[src/sv/bfpa_pkg.sv]
// bfpa_pkg: shared types, sizes and helper functions of the best-fit partition allocator
// no dependencies; imported by bfpa_store, bfpa_scan and best_fit_partition_allocator_core
package bfpa_pkg;

  localparam int MAX_PARTITIONS = 64;
  localparam int SIZE_BITS      = 16;

  localparam int IDX_W   = (MAX_PARTITIONS > 1) ? $clog2(MAX_PARTITIONS) : 1;
  localparam int CNT_W   = $clog2(MAX_PARTITIONS + 1);
  localparam int FIELD_W = 16;
  localparam int BIDX_W  = 6;
  localparam int SUM_W   = 22;
  localparam int UNP_W   = 32;
  localparam int ADD_W   = ((SIZE_BITS > SUM_W) ? SIZE_BITS : SUM_W) + 1;
  localparam int UADD_W  = UNP_W + 1;

  typedef logic [IDX_W-1:0]     idx_t;
  typedef logic [CNT_W-1:0]     cnt_t;
  typedef logic [SIZE_BITS-1:0] size_t;
  typedef logic [SUM_W-1:0]     sum_t;
  typedef logic [UNP_W-1:0]     unp_t;

  typedef enum logic {
    OP_LOAD    = 1'b0,
    OP_REQUEST = 1'b1
  } opcode_e;

  typedef enum logic [1:0] {
    STATUS_LOADED   = 2'd0,
    STATUS_REJECTED = 2'd1,
    STATUS_GRANTED  = 2'd2,
    STATUS_UNPLACED = 2'd3
  } status_e;

  typedef struct packed {
    opcode_e              opcode;
    logic [FIELD_W-1:0]   size_value;
  } req_t;

  typedef struct packed {
    status_e              status;
    logic [BIDX_W-1:0]    block_index;
    logic [FIELD_W-1:0]   leftover;
    logic [SUM_W-1:0]     internal_frag_total;
    logic                 external_frag;
  } res_t;

  // write port of the partition store
  typedef struct packed {
    logic  en;
    idx_t  idx;
    size_t size;
  } wr_t;

  // used-flag update
  typedef struct packed {
    logic en;
    logic set;
    idx_t idx;
  } flag_t;

  // registered read beat from the store
  typedef struct packed {
    logic  valid;
    idx_t  idx;
    size_t size;
    logic  used;
  } rd_t;

  // best candidate held by the scan unit
  typedef struct packed {
    logic  found;
    idx_t  idx;
    size_t size;
  } best_t;

  function automatic size_t fit_size(logic [FIELD_W-1:0] v);
    size_t r;
    r = '0;
    for (int i = 0; i < SIZE_BITS; i++) begin
      if (i < FIELD_W) r[i] = v[i];
    end
    return r;
  endfunction

  function automatic logic [FIELD_W-1:0] to_field(size_t v);
    logic [FIELD_W-1:0] r;
    r = '0;
    for (int i = 0; i < FIELD_W; i++) begin
      if (i < SIZE_BITS) r[i] = v[i];
    end
    return r;
  endfunction

  function automatic logic [BIDX_W-1:0] to_block_index(idx_t v);
    logic [BIDX_W-1:0] r;
    r = '0;
    for (int i = 0; i < BIDX_W; i++) begin
      if (i < IDX_W) r[i] = v[i];
    end
    return r;
  endfunction

  function automatic sum_t sat_sum(sum_t acc, size_t add);
    logic [ADD_W-1:0] s;
    s = ADD_W'(acc) + ADD_W'(add);
    if (s > ADD_W'({SUM_W{1'b1}})) return {SUM_W{1'b1}};
    return s[SUM_W-1:0];
  endfunction

  function automatic unp_t sat_unp(unp_t acc, size_t add);
    logic [UADD_W-1:0] s;
    s = UADD_W'(acc) + UADD_W'(add);
    if (s[UNP_W]) return {UNP_W{1'b1}};
    return s[UNP_W-1:0];
  endfunction

endpackage

[src/sv/bfpa_store.sv]
// bfpa_store: partition size memory with registered read and the used flags
// depends on bfpa_pkg
module bfpa_store import bfpa_pkg::*; (
  input  logic  clk_i,
  input  logic  rst_ni,
  input  wr_t   wr_i,
  input  flag_t flag_i,
  input  logic  rd_en_i,
  input  idx_t  rd_idx_i,
  output rd_t   rd_o
);

  size_t                     mem_q [MAX_PARTITIONS];
  logic [MAX_PARTITIONS-1:0] used_q;
  logic                      rd_valid_q;
  idx_t                      rd_idx_q;
  size_t                     rd_size_q;
  logic                      rd_used_q;

  always_ff @(posedge clk_i) begin
    if (wr_i.en) begin
      mem_q[wr_i.idx] <= wr_i.size;
    end
    if (rd_en_i) begin
      rd_size_q <= mem_q[rd_idx_i];
    end
  end

  always_ff @(posedge clk_i or negedge rst_ni) begin
    if (!rst_ni) begin
      used_q     <= '0;
      rd_valid_q <= 1'b0;
      rd_idx_q   <= '0;
      rd_used_q  <= 1'b0;
    end else begin
      if (flag_i.en) begin
        used_q[flag_i.idx] <= flag_i.set;
      end
      rd_valid_q <= rd_en_i;
      if (rd_en_i) begin
        rd_idx_q  <= rd_idx_i;
        rd_used_q <= used_q[rd_idx_i];
      end
    end
  end

  assign rd_o = '{valid: rd_valid_q, idx: rd_idx_q, size: rd_size_q, used: rd_used_q};

endmodule

[src/sv/bfpa_scan.sv]
// bfpa_scan: shared compare unit that keeps the smallest free fitting partition
// depends on bfpa_pkg; fed one read beat per cycle from bfpa_store
module bfpa_scan import bfpa_pkg::*; (
  input  logic  clk_i,
  input  logic  rst_ni,
  input  logic  clear_i,
  input  size_t req_size_i,
  input  rd_t   rd_i,
  output best_t best_o
);

  logic  found_q, found_d;
  idx_t  idx_q, idx_d;
  size_t size_q, size_d;
  logic  take;

  assign take = rd_i.valid && !rd_i.used && (req_size_i <= rd_i.size)
                && (!found_q || (rd_i.size < size_q));

  always_comb begin
    found_d = found_q;
    idx_d   = idx_q;
    size_d  = size_q;
    if (clear_i) begin
      found_d = 1'b0;
    end else if (take) begin
      found_d = 1'b1;
      idx_d   = rd_i.idx;
      size_d  = rd_i.size;
    end
  end

  always_ff @(posedge clk_i or negedge rst_ni) begin
    if (!rst_ni) begin
      found_q <= 1'b0;
    end else begin
      found_q <= found_d;
    end
  end

  always_ff @(posedge clk_i) begin
    idx_q  <= idx_d;
    size_q <= size_d;
  end

  assign best_o = '{found: found_q, idx: idx_q, size: size_q};

endmodule

[src/sv/best_fit_partition_allocator_core.sv]
// best_fit_partition_allocator_core: sequencer, running sums and result register
// depends on bfpa_pkg, bfpa_store, bfpa_scan
//
//  channel   ports                          handshake
//  command   start, req_i, busy             beat taken when start && !busy
//  result    result_valid_o, res_o          one-cycle strobe, no back-pressure
//
// a load runs S_LOAD, S_REPORT; a request runs S_SCAN, S_DRAIN, S_UPDATE, S_REPORT, or on an
// empty table S_UPDATE, S_REPORT (one partition read and compared per cycle, single store read port)
// busy is high from the cycle after acceptance until the result is registered
// reset clears the used flags, count and sums at once; sizes hold garbage until loaded
// the result strobe lasts one cycle and cannot be stalled
module best_fit_partition_allocator_core import bfpa_pkg::*; (
  input  logic clk_i,
  input  logic rst_ni,
  input  logic start,
  input  req_t req_i,
  output logic busy,
  output logic result_valid_o,
  output res_t res_o
);

  typedef enum logic [5:0] {
    S_IDLE   = 6'b000001,
    S_LOAD   = 6'b000010,
    S_SCAN   = 6'b000100,
    S_DRAIN  = 6'b001000,
    S_UPDATE = 6'b010000,
    S_REPORT = 6'b100000
  } state_e;

  state_e  state_q, state_d;
  cnt_t    count_q, count_d;
  sum_t    free_q, free_d;
  sum_t    internal_q, internal_d;
  unp_t    unplaced_q, unplaced_d;
  idx_t    rd_idx_q, rd_idx_d;
  opcode_e op_q;
  size_t   sz_q;
  status_e status_q, status_d;
  idx_t    idx_q, idx_d;
  size_t   left_q, left_d;
  logic    valid_q, valid_d;
  res_t    res_q;

  logic    accept;
  logic    full;
  logic    last;
  wr_t     wr;
  flag_t   flag;
  logic    rd_en;
  rd_t     rd;
  best_t   best;
  size_t   left_w;

  assign accept = start && !busy;
  assign full   = (count_q == cnt_t'(MAX_PARTITIONS));
  assign last   = ((cnt_t'(rd_idx_q) + cnt_t'(1)) == count_q);
  assign left_w = best.size - sz_q;
  assign rd_en  = (state_q == S_SCAN);

  always_comb begin
    state_d    = state_q;
    count_d    = count_q;
    free_d     = free_q;
    internal_d = internal_q;
    unplaced_d = unplaced_q;
    rd_idx_d   = rd_idx_q;
    status_d   = status_q;
    idx_d      = idx_q;
    left_d     = left_q;
    valid_d    = 1'b0;
    wr         = '{en: 1'b0, idx: count_q[IDX_W-1:0], size: sz_q};
    flag       = '{en: 1'b0, set: 1'b0, idx: count_q[IDX_W-1:0]};
    case (state_q)
      S_IDLE: begin
        if (accept) begin
          rd_idx_d = '0;
          if (req_i.opcode == OP_LOAD) begin
            state_d = S_LOAD;
          end else if (count_q == '0) begin
            state_d = S_UPDATE;
          end else begin
            state_d = S_SCAN;
          end
        end
      end
      S_LOAD: begin
        left_d = '0;
        if (full) begin
          status_d = STATUS_REJECTED;
          idx_d    = '0;
        end else begin
          wr.en    = 1'b1;
          flag.en  = 1'b1;
          status_d = STATUS_LOADED;
          idx_d    = count_q[IDX_W-1:0];
          count_d  = count_q + cnt_t'(1);
          free_d   = sat_sum(free_q, sz_q);
        end
        state_d = S_REPORT;
      end
      S_SCAN: begin
        if (last) begin
          state_d = S_DRAIN;
        end else begin
          rd_idx_d = rd_idx_q + idx_t'(1);
        end
      end
      S_DRAIN: begin
        state_d = S_UPDATE;
      end
      S_UPDATE: begin
        if (best.found) begin
          flag       = '{en: 1'b1, set: 1'b1, idx: best.idx};
          status_d   = STATUS_GRANTED;
          idx_d      = best.idx;
          left_d     = left_w;
          internal_d = sat_sum(internal_q, left_w);
          if (ADD_W'(free_q) >= ADD_W'(best.size)) begin
            free_d = free_q - SUM_W'(best.size);
          end else begin
            free_d = '0;
          end
        end else begin
          status_d   = STATUS_UNPLACED;
          idx_d      = '0;
          left_d     = '0;
          unplaced_d = sat_unp(unplaced_q, sz_q);
        end
        state_d = S_REPORT;
      end
      S_REPORT: begin
        valid_d = 1'b1;
        state_d = S_IDLE;
      end
      default: begin
        state_d = S_IDLE;
      end
    endcase
  end

  always_ff @(posedge clk_i or negedge rst_ni) begin
    if (!rst_ni) begin
      state_q    <= S_IDLE;
      count_q    <= '0;
      free_q     <= '0;
      internal_q <= '0;
      unplaced_q <= '0;
      rd_idx_q   <= '0;
      valid_q    <= 1'b0;
    end else begin
      state_q    <= state_d;
      count_q    <= count_d;
      free_q     <= free_d;
      internal_q <= internal_d;
      unplaced_q <= unplaced_d;
      rd_idx_q   <= rd_idx_d;
      valid_q    <= valid_d;
    end
  end

  always_ff @(posedge clk_i) begin
    if (accept) begin
      op_q <= req_i.opcode;
      sz_q <= fit_size(req_i.size_value);
    end
    status_q <= status_d;
    idx_q    <= idx_d;
    left_q   <= left_d;
    if (state_q == S_REPORT) begin
      res_q.status              <= status_q;
      res_q.block_index         <= to_block_index(idx_q);
      res_q.leftover            <= to_field(left_q);
      res_q.internal_frag_total <= internal_q;
      res_q.external_frag       <= (UNP_W'(free_q) > unplaced_q);
    end
  end

  bfpa_store u_store (
    .clk_i    (clk_i),
    .rst_ni   (rst_ni),
    .wr_i     (wr),
    .flag_i   (flag),
    .rd_en_i  (rd_en),
    .rd_idx_i (rd_idx_q),
    .rd_o     (rd)
  );

  bfpa_scan u_scan (
    .clk_i      (clk_i),
    .rst_ni     (rst_ni),
    .clear_i    (accept),
    .req_size_i (sz_q),
    .rd_i       (rd),
    .best_o     (best)
  );

  assign busy           = (state_q != S_IDLE);
  assign result_valid_o = valid_q;
  assign res_o          = res_q;

  a_count_bound: assert property (@(posedge clk_i) disable iff (!rst_ni)
    count_q <= cnt_t'(MAX_PARTITIONS))
    else $error("partition count beyond table depth");

  a_scan_nonempty: assert property (@(posedge clk_i) disable iff (!rst_ni)
    (state_q == S_SCAN) |-> (count_q != '0) && (op_q == OP_REQUEST))
    else $error("scan without loaded partitions or for a load");

  a_strobe_single: assert property (@(posedge clk_i) disable iff (!rst_ni)
    result_valid_o |=> !result_valid_o)
    else $error("result strobe longer than one cycle");

  a_strobe_after_report: assert property (@(posedge clk_i) disable iff (!rst_ni)
    result_valid_o |-> !busy && ($past(state_q) == S_REPORT))
    else $error("result strobe without report step");

  a_grant_free: assert property (@(posedge clk_i) disable iff (!rst_ni)
    (state_q == S_UPDATE) && best.found |-> (best.size >= sz_q))
    else $error("granted partition smaller than request");

endmodule
[config.mk]
export PLATFORM = sky130hd
export DESIGN_NAME = best_fit_partition_allocator_core
export DESIGN_NICKNAME = d
export VERILOG_FILES = /design/src/sv/bfpa_pkg.sv /design/src/sv/bfpa_store.sv /design/src/sv/bfpa_scan.sv /design/src/sv/best_fit_partition_allocator_core.sv
export SDC_FILE = /design/constraint.sdc
export NUM_CORES = 2
export LEC_CHECK = 0
export ABC_AREA = 1
export BUFFER_PORTS_ARGS = -buffer_cell sky130_fd_sc_hd__buf_2
export CAP_MARGIN = 5
export CORE_AREA = 2 2 480 363
export CTS_BUF_LIST = sky130_fd_sc_hd__clkbuf_4 sky130_fd_sc_hd__clkbuf_8
export DETAILED_ROUTE_END_ITERATION = 12
export DIE_AREA = 0 0 482 365
export MAX_ROUTING_LAYER = met4
export PLACE_DENSITY = 0.49
export SLEW_MARGIN = 15
export SYNTH_ARGS = -nofsm -noshare
export SYNTH_HDL_FRONTEND = slang
export SYNTH_SLANG_ARGS = --single-unit
[constraint.sdc]
create_clock -name clk_i -period 12 [get_ports clk_i]
set_input_delay 2.4 -clock clk_i [delete_from_list [all_inputs] [get_ports clk_i]]
set_output_delay 2.4 -clock clk_i [all_outputs]
set_load 0.05 [all_outputs]
* Yosys cells after proc, flatten, opt, wreduce, memory -nomap -nowiden
Memories as Yosys holds them, arrays and structs flattened. A register that Yosys moved wholly into a read port is not among the register bits. Index checks and enable logic that the tools add are counted.
Cells by class: $lt $le $gt $ge 9, reduce and logical (&&, ||, !) cells 21, mux-type cells 50, equal/unequal tests 14, bitwise operators 3, add/subtract/negate cells 8
Operator list (number):
- 22-bit two-way mux | 7
- 64-bit bitwise mux | 1
- 32-bit two-way mux | 2
- 22-bit by 16-bit adder with 23-bit output | 2
- 23-bit by 22-bit > comparator with 1-bit output (second input constant) | 2
- 22-bit case mux with 2 select lines | 1
- 6-bit two-way mux | 6
- 32-bit by 16-bit adder with 33-bit output | 1
- 22-bit by 32-bit > comparator with 1-bit output | 1
- 16-bit case mux with 2 select lines | 1
- 6-bit case mux with 2 select lines | 2
- 6-bit case mux with 4 select lines | 1
- 22-bit by 16-bit greater-or-equal comparator with 1-bit output | 1
- 22-bit by 16-bit subtractor with 22-bit output | 1
- 1-bit two-way mux | 20
- 16-bit <= comparator | 1
- 16-bit less-than comparator | 1
- 16-bit two-way mux | 1
- 16-bit subtractor | 1
- 6-bit by 7-bit less-than comparator with 1-bit output (second input constant) | 2
- 5-bit two-way mux | 2
- 2-bit AND reduction | 5
- 8-bit two-way mux | 1
- 2-bit inequality test (second input constant) | 4
- other kinds (27) | 38
Storage, ports and cells: register bits 278, bits in writable memories 1024, memories kept 1, logic and storage cells 129
Memories:
- u_store.mem_q | depth 64, width 16, read ports 1, clocked after memory_dff 1, wr ports 1, RTL line bfpa_store.sv:13 | size_t mem_q [MAX_PARTITIONS];

* Logic depth before layout (Yosys ltp)
depth in word-level cells 8, gate-level depth with buffers 26, depth with buffers taken out 26

* Cells and area by module
Synthesis repeated with hierarchy kept, for this count alone.
Unflattened totals: cell total of the unflattened synthesis 5697, area, all modules 60020.1 um^2
Modules (own cells, without submodules):
- bfpa_store | times used 1, area each 45085.7 um^2, sequential area each 33031.7 um^2, cells an instance 3704
- best_fit_partition_allocator_core | times used 1, area each 13389.1 um^2, sequential area each 5016.1 um^2, cells an instance 1829
- bfpa_scan | times used 1, area each 1545.2 um^2, sequential area each 685.7 um^2, cells an instance 164

* Worst setup path before layout
No wires, ideal clock.
path type in2reg, start point input port start, end point register u_scan.idx_q[0] (enable), library setup time 401 ps, arrival time 4002 ps, path buffers 0, setup slack 7598 ps, stages on the path 5, path through inv_1 -> nor2_1 -> nor3b_1 -> nand2_1 -> nor2_1
On the way: word-level cells in the longest chain between the ends 3
Ends and longest elaborated chain:
- from (decl) | RTL line best_fit_partition_allocator_core.sv:16 | input logic start,
- 1-bit logical AND | RTL line best_fit_partition_allocator_core.sv:56 | assign accept = start && !busy;
- via accept | RTL line best_fit_partition_allocator_core.sv:46 | logic accept;
- 1-bit NOT (no source line)
- 2-bit AND reduction (no source line)
- to (signal assigned) | RTL line bfpa_scan.sv:42 | idx_q <= idx_d;
- to (decl) | RTL line bfpa_scan.sv:13 | idx_t idx_q, idx_d;
The timed path passes the listed nets, and every way through them passes these cells. A chain may end at the register's enable or synchronous reset.

* Worst setup path in the final report
start point register state_q[4], end point output port busy
On the way: word-level cells in the longest chain between the ends 1
Ends and longest elaborated chain:
- from (decl) | RTL line best_fit_partition_allocator_core.sv:32 | state_e state_q, state_d;
- from (signal assigned) | RTL line best_fit_partition_allocator_core.sv:153 | state_q <= state_d;
- 6-bit by 1-bit inequality test with 1-bit output | RTL line best_fit_partition_allocator_core.sv:199 | assign busy = (state_q != S_IDLE);
- to (decl) | RTL line best_fit_partition_allocator_core.sv:18 | output logic busy,
Every way passes these cells.

==> results by group <==
Run status
  • Outcome: finished clean

Clock network
  • Root Driver: clkbuf_8
  • Total CTS buffers: 209
  • H-tree Lvls: 4
  • Number of clock sinks: 1318
  • Clk_lat worst skew: 0.96 ns
  • Clock transition at path regs: 0.07 ns
  • CTS tree: built
  • Post-CTS Hold Buffers: 0
  • CTS Buffer Depth: 3
  • Setup bufs post-CTS: 0
  • Post-cts sizing count: 0

Power
  • Total Power: 12.9 mW
  • Pwr Density: 192 nW/um^2
  • VDD IR-drop max: 0.126 mV
  • Leak: 26.4 nW

Timing
  • Tcrit/Tclk final: 0.397
  • Slew HR: 0.215
  • Final setup viols: 0
  • Clock Skew: 0.0541 ns
  • Fin crit period: 4.76 ns
  • Worst-Margin Slew: 1.17 ns
  • Final Slew Violations: 0
  • Final hold slack: 0.410 ns
  • FMAX: 210 MHz
  • RSZ-0062 raised after global routing: false
  • Final hold vios: 0
  • TNS Setup: 0 ns

Setup path
  • CP required: 9.60 ns
  • Critical path endpoint category: output pin
  • Kind of critical path: reg -> out
  • Crit Path Max Fanout: 6
  • CP arrival: 2.36 ns
  • Launching element type of the critical path: flip-flop
  • Slack of the worst reg-to-reg path: 7.47 ns

Synth
  • Synthesized net count: 5857
  • Share of the synthesized area in the top cell type: 0.579
  • Top cells by area, synth: edfxtp_1, nand2_1, dfrtp_1
  • Post-synth EDFFs: 1149
  • Yosys warning count: 0
  • Mean Syn Cell Area: 10.5 sq um
  • Ys flop type: edfxtp_1
  • Netlist cell types: 52
  • Async SR Flop Fraction: 0.128
  • Yosys reg bits: 1318
  • Syn Inst Count: 5694
  • Yosys top cell by area: edfxtp_1
  • Cell Area, Synth: 59600 sq um
  • Post-synthesis sequential area ratio: 0.649

Floorplanning
  • Core box area: 171000 sq um
  • DIE AREA: 176000 sq um
  • Die X: 482 microns
  • Initial core utilization: 0.348
  • Die Height: 365 microns
  • I/O Pins: 69
  • # rows: 132

Global route
  • Grt ovf: 0
  • Vias in the first global route: 40.0k
  • Initial antenna violation count: 14
  • Largest net degree at the start of global routing: 150
  • Total GRT Usage: 0.216
  • Global-route wire length before repair: 273000 microns

Routing
  • Via density: 5.12
  • Met1 WL: 94000 microns
  • Routed WL per cell: 22.5 microns
  • Routed wl met3: 13800 microns
  • ANT nets after route: 0
  • WL met2: 76100 microns
  • WL final: 187000 microns
  • First drt pass iteration count: 5
  • Top Metal Used: met4
  • Vias: 42.5k
  • Iter 0 DRT Violations: 4489
  • # DRC: 0

Finish
  • Finished Layout Cells: 8304
  • Nets: 6002
  • Most frequent cells in the layout: nand2_1, edfxtp_1, inv_1
  • P&R area growth vs syn: 12.6%
  • Share of cells above drive strength 1: 0.0961
  • Commonest non-fill, non-tap cell in the layout: nand2_1

Placed design
  • Buffers on Ports: 68
  • HPWL after detailed placement: 111000 microns
  • Placed Instances: 7906
  • Placer Congestion: 0.886

Run
  • Maxcap violations: 0

Hold path
  • Hold/Removal Path Class: reg -> reg
## path summary, 6_finish.rpt
kind	cells past startpoint	end	from
max	5	busy	state_q[4]
min	0	res_o[38]	left_q[15]
max reg2reg	9	u_store.rd_size_q[10]	rd_idx_q[0]
min reg2reg	0	res_o[38]	left_q[15]
max in group asynchronous	3	unplaced_q[6]	rst_ni
min in group asynchronous	1	internal_q[20]	rst_ni
## state kept, by name (all words and copies together), names as in the netlist, 16 cells and up
register and count:
internal_q 22, u_store.rd_size_q 16, u_scan.size_q 16, sz_q 16
unplaced_q 32, u_store.used_q 64, u_store.mem_q 1024, res_o 47
left_q 16, free_q 22
## through the flow
stage,setup slack [ns],instance area [sq um],utilization
after CTS,7.13,67100,0.392
after global placement,7.42,62800,0.366
after floorplan,7.60,59600,-
after global routing,7.01,67100,0.392
final,7.24,67200,0.392
after detailed placement,7.40,62800,0.366
## power by group
group	internal [mW]	leakage, nW	total [mW]	switching (mW)
sequential	5.42	12.6	5.63	0.202
combinational	0.895	11.5	3.24	2.35
clock	2.10	2.25	4.01	1.91
total	8.42	26.4	12.9	4.45
## critical path: stages (launching register included)
cell	delay [ns]
dfrtp_1	0.45
inv_1	0.08
nand2_1	0.12
inv_1	0.10
nand4_1	0.32
buf_2	0.35
## area by class of cell
cell class	instances	area (sq um)
clock inverter	109	860
fill	16900	104000
sequential	1318	38700
timing repair buffer	188	1300
clock buffer	279	3450
antenna	10	25.0
tap	2278	2850
inverter	448	1700
multi-input combinational	3674	18200
## cell usage after synthesis, drive strengths merged (15+ instances only)
library cell     n
clkbuf         171
nand3b          15
o22ai           81
dfrtp          168
o211ai          52
nor2           440
a21oi          425
ha             138
inv            443
edfxtp        1149
buf             83
xor2            34
xnor2           27
nand2         1535
o21ai          367
nor3            92
mux2i           64
nand4           41
nand3          314
## routing by layer
| metal | vias to the layer above | global-route usage |
|---|---|---|
| met4 | 0 | 0.0472 |
| met3 | 230 | 0.0404 |
| met2 | 1390 | 0.292 |
| met5 | - | - |
| li1 | 20000 | - |
| met1 | 20900 | 0.332 |
## cell families after synthesis
| family | synth area share |
|---|---|
| and+or+nand+nor | 0.168 |
| DFF | 0.649 |
| AOI/OAI and AO/OA | 0.0855 |
| buffers and inverters | 0.0459 |
| adders and majority gates | 0.0306 |
| muxes | 0.0107 |
| xor gates and xnor gates | 0.00934 |
(Power assumes the default switching activity.)
